[config.mk]
export PLATFORM = sky130hd
export DESIGN_NAME = modem_response_byte_parser_top
export DESIGN_NICKNAME = d
export VERILOG_FILES = /design/src/rtl/core/mrbp_pkg.sv /design/src/rtl/core/modem_response_byte_parser_top.sv
export SDC_FILE = /design/constraint.sdc
export NUM_CORES = 1
export LEC_CHECK = 0
export ABC_AREA = 0
export BUFFER_PORTS_ARGS = -buffer_cell sky130_fd_sc_hd__buf_2
export CORE_ASPECT_RATIO = 0.9
export CORE_MARGIN = 4
export CORE_UTILIZATION = 40
export CTS_BUF_LIST = sky130_fd_sc_hd__clkbuf_16
export CTS_CLUSTER_SIZE = 10
export DETAILED_ROUTE_END_ITERATION = 8
export GPL_TIMING_DRIVEN = 1
export MAX_ROUTING_LAYER = met4
export PLACE_DENSITY_LB_ADDON = 0.12
export REMOVE_ABC_BUFFERS = 1
export SYNTH_ARGS = -nofsm -noshare
export SYNTH_HDL_FRONTEND = slang
export SYNTH_SLANG_ARGS = --single-unit
[constraint.sdc]
create_clock -name i_clk -period 4.2 [get_ports i_clk]
set_clock_uncertainty 0.2 [all_clocks]
set_input_delay 0.84 -clock i_clk [delete_from_list [all_inputs] [get_ports i_clk]]
set_output_delay 0.84 -clock i_clk [all_outputs]
set_load 0.02 [all_outputs]
[src/rtl/core/mrbp_pkg.sv]
package mrbp_pkg;

    // ASCII characters the parser looks for
    localparam logic [7:0] CH_CR     = 8'd13;
    localparam logic [7:0] CH_LF     = 8'd10;
    localparam logic [7:0] CH_SPACE  = 8'h20;
    localparam logic [7:0] CH_QUOTE  = 8'h22;
    localparam logic [7:0] CH_COMMA  = 8'h2C;
    localparam logic [7:0] CH_ZERO   = 8'h30;
    localparam logic [7:0] CH_ONE    = 8'h31;
    localparam logic [7:0] CH_TWO    = 8'h32;
    localparam logic [7:0] CH_THREE  = 8'h33;
    localparam logic [7:0] CH_FIVE   = 8'h35;
    localparam logic [7:0] CH_NINE   = 8'h39;
    localparam logic [7:0] CH_COLON  = 8'h3A;
    localparam logic [7:0] CH_GT     = 8'h3E;
    localparam logic [7:0] CH_UP_A   = 8'h41;
    localparam logic [7:0] CH_UP_C   = 8'h43;
    localparam logic [7:0] CH_UP_D   = 8'h44;
    localparam logic [7:0] CH_UP_E   = 8'h45;
    localparam logic [7:0] CH_UP_G   = 8'h47;
    localparam logic [7:0] CH_UP_I   = 8'h49;
    localparam logic [7:0] CH_UP_K   = 8'h4B;
    localparam logic [7:0] CH_UP_M   = 8'h4D;
    localparam logic [7:0] CH_UP_N   = 8'h4E;
    localparam logic [7:0] CH_UP_O   = 8'h4F;
    localparam logic [7:0] CH_UP_R   = 8'h52;
    localparam logic [7:0] CH_UP_S   = 8'h53;
    localparam logic [7:0] CH_UP_T   = 8'h54;
    localparam logic [7:0] CH_UP_U   = 8'h55;
    localparam logic [7:0] CH_LO_F   = 8'h66;
    localparam logic [7:0] CH_LO_N   = 8'h6E;

    // response codes
    localparam logic [2:0] RC_OK      = 3'd0;
    localparam logic [2:0] RC_PROMPT  = 3'd1;
    localparam logic [2:0] RC_ERROR   = 3'd2;
    localparam logic [2:0] RC_UNREAD  = 3'd3;
    localparam logic [2:0] RC_REG     = 3'd4;
    localparam logic [2:0] RC_NEW_MSG = 3'd5;
    localparam logic [2:0] RC_NO_CARR = 3'd6;

    localparam logic [2:0] RS_UNKNOWN = 3'd0;

    // literal chains: one entry per expected character
    localparam int CHAIN_LEN = 31;
    localparam int CHAIN_W   = $clog2(CHAIN_LEN);

    localparam logic [CHAIN_W-1:0] CI_ERROR  = CHAIN_W'(0);
    localparam logic [CHAIN_W-1:0] CI_UNREAD = CHAIN_W'(4);
    localparam logic [CHAIN_W-1:0] CI_CREG   = CHAIN_W'(9);
    localparam logic [CHAIN_W-1:0] CI_CMTI   = CHAIN_W'(13);
    localparam logic [CHAIN_W-1:0] CI_NOCARR = CHAIN_W'(22);

    typedef enum logic [1:0] {
        EX_NEXT   = 2'd0,
        EX_DONE   = 2'd1,
        EX_CREG_X = 2'd2,
        EX_CMTI_D = 2'd3
    } t_chain_exit;

    typedef struct packed {
        logic [7:0]  ch;
        t_chain_exit ex;
        logic [2:0]  code;
    } t_chain_entry;

    localparam t_chain_entry CHAIN [CHAIN_LEN] = '{
        // ERROR
        '{CH_UP_R, EX_NEXT, RC_OK}, '{CH_UP_R, EX_NEXT, RC_OK},
        '{CH_UP_O, EX_NEXT, RC_OK}, '{CH_UP_R, EX_DONE, RC_ERROR},
        // UNREAD
        '{CH_UP_N, EX_NEXT, RC_OK}, '{CH_UP_R, EX_NEXT, RC_OK},
        '{CH_UP_E, EX_NEXT, RC_OK}, '{CH_UP_A, EX_NEXT, RC_OK},
        '{CH_UP_D, EX_DONE, RC_UNREAD},
        // CREG:
        '{CH_UP_E, EX_NEXT, RC_OK}, '{CH_UP_G, EX_NEXT, RC_OK},
        '{CH_COLON, EX_NEXT, RC_OK}, '{CH_SPACE, EX_CREG_X, RC_OK},
        // CMTI: "SM",
        '{CH_UP_T, EX_NEXT, RC_OK}, '{CH_UP_I, EX_NEXT, RC_OK},
        '{CH_COLON, EX_NEXT, RC_OK}, '{CH_SPACE, EX_NEXT, RC_OK},
        '{CH_QUOTE, EX_NEXT, RC_OK}, '{CH_UP_S, EX_NEXT, RC_OK},
        '{CH_UP_M, EX_NEXT, RC_OK}, '{CH_QUOTE, EX_NEXT, RC_OK},
        '{CH_COMMA, EX_CMTI_D, RC_OK},
        // NO CARRIER
        '{CH_UP_O, EX_NEXT, RC_OK}, '{CH_SPACE, EX_NEXT, RC_OK},
        '{CH_UP_C, EX_NEXT, RC_OK}, '{CH_UP_A, EX_NEXT, RC_OK},
        '{CH_UP_R, EX_NEXT, RC_OK}, '{CH_UP_R, EX_NEXT, RC_OK},
        '{CH_UP_I, EX_NEXT, RC_OK}, '{CH_UP_E, EX_NEXT, RC_OK},
        '{CH_UP_R, EX_DONE, RC_NO_CARR}
    };

    typedef enum logic [14:0] {
        ST_IDLE       = 15'b000000000000001,
        ST_O          = 15'b000000000000010,
        ST_GT         = 15'b000000000000100,
        ST_OK_CR      = 15'b000000000001000,
        ST_OK_LF      = 15'b000000000010000,
        ST_ON         = 15'b000000000100000,
        ST_OF         = 15'b000000001000000,
        ST_OFF        = 15'b000000010000000,
        ST_SKIP       = 15'b000000100000000,
        ST_C          = 15'b000001000000000,
        ST_CREG_X     = 15'b000010000000000,
        ST_CREG_COMMA = 15'b000100000000000,
        ST_CREG_STAT  = 15'b001000000000000,
        ST_CMTI_DIGIT = 15'b010000000000000,
        ST_CHAIN      = 15'b100000000000000
    } t_state;

endpackage

[src/rtl/core/modem_response_byte_parser_top.sv]
// Modem response byte parser.
// Input channel: one received serial byte per transfer on i_rx_byte, with
// i_in_valid / o_in_ready. Output channel: one result per input byte, with
// o_out_valid / i_out_ready; the result flags a recognised reply (OK CR LF,
// prompt, ERROR, UNREAD, CREG status, CMTI new message, NO CARRIER), an
// On<d> / Off<d> switch command, or a registration status update.
// Each accepted byte is held in the input register; its result is loaded
// into the result register when that stage is empty or its item leaves.
// Throughput: one byte per cycle while results are taken; the next-state
// step is a single lookup on the held byte and the parser state, between
// the input register and the result register.
// Reset (synchronous, i_rst_n low): the parser returns to idle and both
// pipeline registers are emptied.
// Receiver stall: the result register holds its item; the input register
// still takes one more byte, after which o_in_ready drops until the result
// is taken. No byte or result is lost or repeated.
// A byte that breaks a match returns the parser to idle and is not examined
// again as a start byte; after any complete reply the parser also goes idle.
module modem_response_byte_parser_top (
    input  logic       i_clk,
    input  logic       i_rst_n,
    input  logic       i_in_valid,
    output logic       o_in_ready,
    input  logic [7:0] i_rx_byte,
    output logic       o_out_valid,
    input  logic       i_out_ready,
    output logic       o_response_valid,
    output logic [2:0] o_response_code,
    output logic       o_switch_valid,
    output logic [3:0] o_switch_index,
    output logic       o_switch_on,
    output logic       o_reg_valid,
    output logic [2:0] o_reg_status
);
    import mrbp_pkg::*;

    // input register
    logic                r_in_valid;
    logic [7:0]          r_byte;

    // parser state
    t_state              r_state, n_state;
    logic [CHAIN_W-1:0]  r_idx, n_idx;

    // result register
    logic                r_out_valid;
    logic                r_resp_v,  n_resp_v;
    logic [2:0]          r_code,    n_code;
    logic                r_sw_v,    n_sw_v;
    logic [3:0]          r_sw_idx,  n_sw_idx;
    logic                r_sw_on,   n_sw_on;
    logic                r_reg_v,   n_reg_v;
    logic [2:0]          r_reg_st,  n_reg_st;

    logic                adv;
    logic                fire;
    logic                is_digit;
    t_chain_entry        entry;

    // the result stage may load when empty or when its item leaves now
    assign adv        = !r_out_valid || i_out_ready;
    assign fire       = r_in_valid && adv;
    assign o_in_ready = !r_in_valid || adv;

    assign is_digit = (r_byte >= CH_ZERO) && (r_byte <= CH_NINE);
    assign entry    = CHAIN[r_idx];

    always_comb begin
        n_state  = ST_IDLE;
        n_idx    = r_idx;
        n_resp_v = 1'b0;
        n_code   = RC_OK;
        n_sw_v   = 1'b0;
        n_sw_idx = 4'd0;
        n_sw_on  = 1'b0;
        n_reg_v  = 1'b0;
        n_reg_st = RS_UNKNOWN;
        case (r_state)
            ST_IDLE: begin
                if (r_byte == CH_UP_O) begin
                    n_state = ST_O;
                end else if (r_byte == CH_GT) begin
                    n_state = ST_GT;
                end else if (r_byte == CH_UP_E) begin
                    n_state = ST_CHAIN;
                    n_idx   = CI_ERROR;
                end else if (r_byte == CH_UP_U) begin
                    n_state = ST_CHAIN;
                    n_idx   = CI_UNREAD;
                end else if (r_byte == CH_UP_C) begin
                    n_state = ST_C;
                end else if (r_byte == CH_UP_N) begin
                    n_state = ST_CHAIN;
                    n_idx   = CI_NOCARR;
                end else if (r_byte == CH_UP_M) begin
                    n_state = ST_SKIP;
                end
            end
            ST_O: begin
                if (r_byte == CH_UP_K) begin
                    n_state = ST_OK_CR;
                end else if (r_byte == CH_LO_N) begin
                    n_state = ST_ON;
                end else if (r_byte == CH_LO_F) begin
                    n_state = ST_OF;
                end
            end
            ST_GT: begin
                if (r_byte == CH_SPACE) begin
                    n_resp_v = 1'b1;
                    n_code   = RC_PROMPT;
                end
            end
            ST_OK_CR: begin
                if (r_byte == CH_CR) begin
                    n_state = ST_OK_LF;
                end
            end
            ST_OK_LF: begin
                if (r_byte == CH_LF) begin
                    n_resp_v = 1'b1;
                    n_code   = RC_OK;
                end
            end
            ST_ON, ST_OFF: begin
                if (is_digit) begin
                    n_sw_v   = 1'b1;
                    n_sw_on  = (r_state == ST_ON);
                    n_sw_idx = r_byte[3:0];
                end
            end
            ST_OF: begin
                if (r_byte == CH_LO_F) begin
                    n_state = ST_OFF;
                end
            end
            ST_C: begin
                if (r_byte == CH_UP_R) begin
                    n_state = ST_CHAIN;
                    n_idx   = CI_CREG;
                end else if (r_byte == CH_UP_M) begin
                    n_state = ST_CHAIN;
                    n_idx   = CI_CMTI;
                end
            end
            ST_CREG_X: begin
                // mode digit: report unknown status, no reply yet
                if (r_byte == CH_ZERO || r_byte == CH_ONE) begin
                    n_state  = ST_CREG_COMMA;
                    n_reg_v  = 1'b1;
                    n_reg_st = RS_UNKNOWN;
                end
            end
            ST_CREG_COMMA: begin
                if (r_byte == CH_COMMA) begin
                    n_state = ST_CREG_STAT;
                end
            end
            ST_CREG_STAT: begin
                if (r_byte == CH_ONE || r_byte == CH_FIVE) begin
                    n_resp_v = 1'b1;
                    n_code   = RC_REG;
                    n_reg_v  = 1'b1;
                    n_reg_st = r_byte[2:0];
                end else if (r_byte == CH_TWO || r_byte == CH_THREE) begin
                    // searching or denied reports as an error reply
                    n_resp_v = 1'b1;
                    n_code   = RC_ERROR;
                    n_reg_v  = 1'b1;
                    n_reg_st = r_byte[2:0];
                end
            end
            ST_CMTI_DIGIT: begin
                if (is_digit) begin
                    n_resp_v = 1'b1;
                    n_code   = RC_NEW_MSG;
                end
            end
            ST_CHAIN: begin
                if (r_byte == entry.ch) begin
                    case (entry.ex)
                        EX_NEXT: begin
                            n_state = ST_CHAIN;
                            n_idx   = r_idx + CHAIN_W'(1);
                        end
                        EX_DONE: begin
                            n_resp_v = 1'b1;
                            n_code   = entry.code;
                        end
                        EX_CREG_X: begin
                            n_state = ST_CREG_X;
                        end
                        EX_CMTI_D: begin
                            n_state = ST_CMTI_DIGIT;
                        end
                        default: begin
                            n_state = ST_IDLE;
                        end
                    endcase
                end
            end
            // swallow state: drop this byte and go idle
            default: begin
                n_state = ST_IDLE;
            end
        endcase
    end

    // control
    always_ff @(posedge i_clk) begin
        if (!i_rst_n) begin
            r_in_valid  <= 1'b0;
            r_out_valid <= 1'b0;
            r_state     <= ST_IDLE;
            r_idx       <= CI_ERROR;
        end else begin
            if (o_in_ready) begin
                r_in_valid <= i_in_valid;
            end
            if (fire) begin
                r_out_valid <= 1'b1;
                r_state     <= n_state;
                r_idx       <= n_idx;
            end else if (i_out_ready) begin
                r_out_valid <= 1'b0;
            end
        end
    end

    // payload: hold the byte until parsed, hold the result until taken
    always_ff @(posedge i_clk) begin
        if (o_in_ready && i_in_valid) begin
            r_byte <= i_rx_byte;
        end
        if (fire) begin
            r_resp_v <= n_resp_v;
            r_code   <= n_code;
            r_sw_v   <= n_sw_v;
            r_sw_idx <= n_sw_idx;
            r_sw_on  <= n_sw_on;
            r_reg_v  <= n_reg_v;
            r_reg_st <= n_reg_st;
        end
    end

    assign o_out_valid      = r_out_valid;
    assign o_response_valid = r_resp_v;
    assign o_response_code  = r_code;
    assign o_switch_valid   = r_sw_v;
    assign o_switch_index   = r_sw_idx;
    assign o_switch_on      = r_sw_on;
    assign o_reg_valid      = r_reg_v;
    assign o_reg_status     = r_reg_st;

endmodule
==> metrics.md, run 1 <==
| Metric | Value |
|---|---|
| Metal3 WL | 494 um |
| Final hold vios | 0 |
| Largest family of logic cells by synthesized area | simple AND/OR/NAND/NOR gates |
| Diode count | 0 |
| WL/cell | 17.91 um |
| Port Buffers | 27 |
| Resized cells post-CTS | 0 |
| Clock Latency Late Sink | 0.28 ns |
| Hold Buf Count CTS | 0 |
| Cell variety after synth | 79 |
| GRT Residual Overflow | 0 |
| Hold crit path type | register to register |
| TritonCTS buffer count | 5 |
| Period utilization | 80.24% |
| Number of synthesized flops with an enable pin | 22 |
| Sw Share | 22.80% |
| CP max FO | 18 |
| Leakage dissipation | 1.309 nW |
| Yosys reg bits | 44 |
| Comb pwr share | 7.6% |
| Synth Area in Compound Gates | 18.96% |
| GPL Wtd Cong | 0.8847 |
| WL met2 | 3744 um |
| Die width | 105.2 um |
| Switching power | 0.0002254 W |
| Post-CTS Setup Inserts | 0 |
| Slowest cell on the critical path | dfxtp_1 |
| Chip Height | 95.44 um |
| Commonest cells in the netlist | 39 x nor2_1, 26 x nand2_1, 22 x dfxtp_1, 22 x edfxtp_1 |
| Synthesized area | 3398 um^2 |
| Die area | 10040 um^2 |
| Nets | 410 |
| Leading area contributor after synthesis | edfxtp_1 |
| Num rows | 31 |
| Status | complete, no violations |
| Avg Inst Size Synth | 9.038 um^2 |
| DR iter-0 viols | 134 |
| Ranking of synthesized cells by area | edfxtp_1 19%, dfxtp_1 13%, nor2_1 4.3% |
| CP bufs+invs | 1 |
| Final ANT Viol Nets | 0 |
| Cells after Synth | 376 |
| Peak VDD IR | 169.4 uV |
| Post-DP HPWL | 6433 um |
| Global-route wire length before repair | 14010 um |
| Slew Limit Fails | 0 |
| CP Class | register to register |
| Pwr/cell area | 266.3 nW/um^2 |
| Clk buf depth | 2 |
| H-tree depth | 2 |
| Vias in the first global route | 2646 |
| Final setup viols | 0 |
| Register area share after synthesis | 32.40% |
| Critical path's largest stage delay | 0.71 ns |
| Max Cap Viol | 0 |
| Simple-gate area share of the yosys netlist | 32.58% |
| Synth Flop Type | edfxtp_1 |
| Top Layer Used | met4 |
| Pin count of the biggest net entering global routing | 29 |
| Clock share of power | 44.2% |
| Layout area overhead | 9.242% |
| Top-count cell post-synth | nor2_1 |
| Detailed-route via count | 2995 |
| FFs w/ async S/R, synth | 0% |
| Setup ws final | 0.8299 ns |
| CP startpoint kind | register |
| Critical Path RT | 4.04 ns |
| Adder-cell area share of the yosys netlist | 2.946% |
| Setup TNS | 0 ns |
| Pint | 0.0007633 W |
| CTS sink cnt | 44 |
| CTS tree | done |
| IO Count | 28 |
| Post-synth top area share | 19.44% |
| Crit path DAT | 3.21 ns |
| Tmin final | 3.370 ns |
| Root buffer cell | clkbuf_16 |
| Yosys warns | 0 |
| Post-Synth XOR/XNOR Area | 3.351% |
| Residual DRC | 0 |
| Antenna violations before repair | 0 |
| Total track usage | 17.89% |
| Worst Setup End Kind | register |
| Drt pass-1 iters | 4 |
| Met1 wire length | 4425 um |
| Routed WL | 8777 um |
| Initial Utilization | 41.72% |
| Core Area | 8145 um^2 |
| Worst-margin pin slew | 0.9578 ns |
| Slew headroom | 36.06% |
| Maximum clock rate | 296.7 MHz |
| Post-synthesis mux area share | 4.050% |
| Share of post-route cells with drive strength above 1 | 16.11% |
| Routed vias/inst | 6.112 |
| Clock slew at reported path FFs | 0.06 ns |
| Worst slack, placed | 0.8998 ns |
| CP cell instances | inv_1 -> ha_1 -> mux2_2 -> nand2_1 -> a32o_1 -> xnor2_1 -> nor3_1 -> and3b_1 -> a311o_1 |
| RSZ-0062 raised after global routing | no |
| Register share of total power | 48.2% |
| CP top delay family | flip-flops |
-- metrics by stage --
stage	area, um^2	utilization [%]	std cells	power (W)	hold slack [ns]
floorplan	3246	-	350	0.0005285	0.2416
global placement	3550	43.58	482	0.0005604	0.2770
detailed placement	3550	43.58	482	0.0005606	0.2779
CTS	3712	45.58	490	0.0009933	0.2879
global route	3712	45.58	490	0.001019	0.3341
finish	3712	45.58	490	0.0009887	0.2877
-- sequential cells by signal (all words and copies together), names as in the netlist --
signal,count
o_switch_valid,1
o_response_valid,1
r_idx,5
o_switch_on,1
r_in_valid,1
o_reg_status,3
o_out_valid,1
o_response_code,3
o_reg_valid,1
r_byte,8
o_switch_index,4
r_state,15
-- cells in the final DEF (no fill, tap or decap), types with 12 or more instances in the layout --
master / instances
buf_2: 27
nand2_1: 26
nor3_1: 17
nor2b_1: 13
edfxtp_1: 22
nor2_1: 39
dfxtp_1: 22
a21oi_1: 17
inv_1: 12
nand3_1: 17
-- cell families (layout without fill, tap and decap cells) --
kind of cell    count (synthesis)  after routing
simple gates                  183            183
compound gates                 83             83
flops                          44             44
buf+inv                        37             52
mux                            11             11
xor+xnor                       10             10
fa+ha+maj                       8              8
-- power groups by stage --
stage / clock network, W / logic [W] / registers [W]
2_1_floorplan: 0 / 0.0000379 / 0.000491
4_1_cts: 0.000442 / 0.0000751 / 0.000476
3_5_place_dp: 0 / 0.0000748 / 0.000486
5_1_grt: 0.000460 / 0.0000809 / 0.000478
6_report: 0.000437 / 0.0000750 / 0.000477
3_3_place_gp: 0 / 0.0000750 / 0.000485
-- layout make-up --
| class | instances | area (um^2) |
|---|---|---|
| Timing Repair Buffer | 33 | 180.2 |
| Inverter | 11 | 41.29 |
| Fill cell | 793 | 4433 |
| Tap cell | 99 | 123.9 |
| Clock inverter | 3 | 37.54 |
| Sequential cell | 44 | 1101 |
| Clock buffer | 5 | 125.1 |
| Multi-Input combinational cell | 295 | 2103 |
-- worst paths after layout --
| path | start | to | slack [ns] | depth (start not counted) |
|---|---|---|---|---|
| max | r_idx[1] | o_response_code[2] | 0.83 | 9 |
| min | r_state[8] | r_state[8] | 0.29 | 2 |
| max reg2reg | r_idx[1] | o_response_code[2] | 0.83 | 9 |
| min reg2reg | r_state[8] | r_state[8] | 0.29 | 2 |
-- routing by layer --
metal,vias to the layer above,global-route usage [%]
met5,-,-
met4,0,3.825
met3,13,3.182
met2,93,26.66
met1,1434,25.48
li1,1455,-
-- worst min-delay path, delay by kind of cell (launching register included) --
kind            cells  cell delay [ns]
compound gates      1             0.05
flops               1             0.33
simple gates        1             0.06
Power figures use the tool's default switching activity.
==> inputs of run 2 (changes only) <==
- clock period: 4.2 -> 3.45 ns (I/O delays scaled with it)
==> metrics.md, run 2 (synthesis results as in run 1) <==
| Metric | Value |
|---|---|
| Hold depth | 2 (unchanged) |
| Slew headroom | 46.11% (was 36.06%) |
| GPL Wtd Cong | 0.9191 (was 0.8847) |
| Routed WL | 8684 um (was 8777 um) |
| Diode count | 0 (unchanged) |
| Crit path DAT | 3.04 ns (was 3.21 ns) |
| Layout area overhead | 10.46% (was 9.242%) |
| FF+latch area | 1101 um^2 (unchanged) |
| Slew Limit Fails | 0 (unchanged) |
| Slowest cell on the critical path | dfxtp_1 (unchanged) |
| Multi-input gate area | 2103 um^2 (unchanged) |
| WL/cell | 17.44 um (was 17.91 um) |
| Final ANT Viol Nets | 0 (unchanged) |
| Drt pass-1 iters | 5 (was 4) |
| Commonest non-fill, non-tap cell in the layout | nor2_1 (unchanged) |
| Detailed-route via count | 3017 (was 2995) |
| RSZ-0062 raised after global routing | no (unchanged) |
| Clock Latency Late Sink | 0.29 ns (was 0.28 ns) |
| DR iter-0 viols | 202 (was 134) |
| Hold crit path type | register to register (unchanged) |
| Final hold vios | 0 (unchanged) |
| Post-DP HPWL | 6632 um (was 6433 um) |
| Post-CTS Setup Inserts | 0 (unchanged) |
| Routed vias/inst | 6.058 (was 6.112) |
| Period utilization | 92.67% (was 80.24%) |
| Status | complete, no violations (unchanged) |
| Flop2flop setup slack | 0.25 ns (was 0.83 ns) |
| Root buffer cell | clkbuf_16 (unchanged) |
| CTS sink cnt | 44 (unchanged) |
| Die area | 10040 um^2 (unchanged) |
| CTS tree | done (unchanged) |
| Hold Buf Count CTS | 0 (unchanged) |
| Core Area | 8145 um^2 (unchanged) |
| Maximum clock rate | 312.8 MHz (was 296.7 MHz) |
| Critical path's largest stage delay | 0.59 ns (was 0.71 ns) |
| Critical Path RT | 3.29 ns (was 4.04 ns) |
| H-tree depth | 2 (unchanged) |
| TritonCTS buffer count | 5 (unchanged) |
| Pin count of the biggest net entering global routing | 25 (was 29) |
| Num rows | 31 (unchanged) |
| Worst Setup End Kind | register (unchanged) |
| CP Class | register to register (unchanged) |
| Clock slew at reported path FFs | 0.06 ns (about the same) |
| Hold Crit Endpoint | r_state[8] (unchanged) |
| Chip Height | 95.44 um (unchanged) |
| Setup TNS | 0 ns (unchanged) |
| Nets | 418 (was 410) |
| Global-route wire length before repair | 14430 um (was 14010 um) |
| GRT Residual Overflow | 0 (unchanged) |
| Area after DPL | 3610 um^2 (was 3550 um^2) |
| Leakage dissipation | 1.340 nW (was 1.309 nW) |
| CP startpoint kind | register (unchanged) |
| Biggest register | r_state (unchanged) |
| Fill cells | 793 (unchanged) |
| FF-to-FF path depth | 9 (unchanged) |
| Die width | 105.2 um (unchanged) |
| Pwr/cell area | 304.8 nW/um^2 (was 266.3 nW/um^2) |
| Residual DRC | 0 (unchanged) |
| Worst R2R End | o_response_code[2] (unchanged) |
| Crit path depth | 9 (unchanged) |
| Worst-margin pin slew | 0.8072 ns (was 0.9578 ns) |
| IO Count | 28 (unchanged) |
| CP max FO | 12 (was 18) |
| CP cell instances | inv_1 -> ha_1 -> mux2_2 -> nand2_1 -> a32o_1 -> xnor2_1 -> nor3_1 -> and3b_1 -> a311o_1 (unchanged) |
| Peak VDD IR | 205.5 uV (was 169.4 uV) |
| Finished layout cell area | 3754 um^2 (was 3712 um^2) |
| Hold path startpoint | r_state[8] (unchanged) |
| Max Cap Viol | 0 (unchanged) |
| Share of post-route cells with drive strength above 1 | 18.30% (was 16.11%) |
| Tmin final | 3.197 ns (was 3.370 ns) |
| CP bufs+invs | 1 (unchanged) |
| Initial Utilization | 41.72% (unchanged) |
| Resized cells post-CTS | 0 (unchanged) |
| Total track usage | 18.41% (was 17.89%) |
| Clk buf depth | 2 (unchanged) |
| Port Buffers | 27 (unchanged) |
| Most frequent cells in the layout | 39 x nor2_1, 27 x buf_2, 26 x nand2_1 (unchanged) |
| Antenna violations before repair | 0 (unchanged) |
| Max reg flops | 15 (unchanged) |
| Vias in the first global route | 2740 (was 2646) |
| Final setup viols | 0 (unchanged) |
| R2r startpoint | r_idx[0] (was r_idx[1]) |
| Top Registers | r_state x15, r_byte x8, r_idx x5 (unchanged) |
| CP top delay family | compound AO/OA/AOI/OAI gates (was flip-flops) |
[run 2: cell count changes in the layout (fill, tap and decap cells not counted)]
cell	delta
buf_4	+8
clkinv_2	+2
clkinv_4	+1
inv_1	-2
bufinv_16	-1
[run 2: routing by layer]
metal | track usage [%] | up-vias | routed length (um)
met3 | 2.844 | 10 | 483
li1 | - | 1468 | -
met4 | 3.388 | 0 | 76
met2 | 28.69 | 102 | 3874
met1 | 25.69 | 1437 | 4248
met5 | - | - | 0
[run 2: worst max path at each step]
stage | endpoint | slack [ns] | start
finish | o_response_code[2] | 0.25 | r_idx[0]
CTS | o_response_code[2] | 0.29 | r_idx[0]
detailed placement | o_response_code[2] | 0.30 | r_idx[0]
global route | o_response_code[2] | 0.001 | r_idx[0]
global placement | o_response_code[2] | 0.37 | r_idx[0]
floorplan | o_response_code[0] | 0.46 | r_idx[1]
[run 2: cell type report]
type,count,area share (%)
multi-input combinational,295,56.03
inverter,11,1.100
timing repair buffer,41,6.400
clock inverter,3,0.5000
tap,99,3.300
clock buffer,5,3.333
sequential,44,29.33
[run 2: tightest hold or removal path: cells and delay by family (launching register included)]
kind,cells,cell delay [ns]
and+or+nand+nor,1,0.06
DFF,1,0.33
AOI/OAI and AO/OA,1,0.05
[run 2: per-stage QoR]
stage / hold slack [ns] / utilization (%) / setup slack (ns) / std cells / power (W)
6_report: 0.2889 / 46.08 / 0.2530 / 498 / 0.001144
5_1_grt: 0.3327 / 46.08 / 0.0009812 / 498 / 0.001178
4_1_cts: 0.2881 / 46.08 / 0.2864 / 498 / 0.001149
3_5_place_dp: 0.2784 / 44.32 / 0.3005 / 490 / 0.0006843
3_3_place_gp: 0.2777 / 44.32 / 0.3664 / 490 / 0.0006840
2_1_floorplan: 0.2416 / - / 0.4571 / 350 / 0.0006427
[run 2: where the power goes]
| part | switching [W] | internal, W | leakage [nW] | total (W) |
|---|---|---|---|---|
| sequential | 0.0000144 | 0.000562 | 0.388 | 0.000577 |
| clock | 0.000204 | 0.000267 | 0.0736 | 0.000471 |
| combinational | 0.0000637 | 0.0000330 | 0.878 | 0.0000968 |
| total | 0.000282 | 0.000862 | 1.34 | 0.00114 |
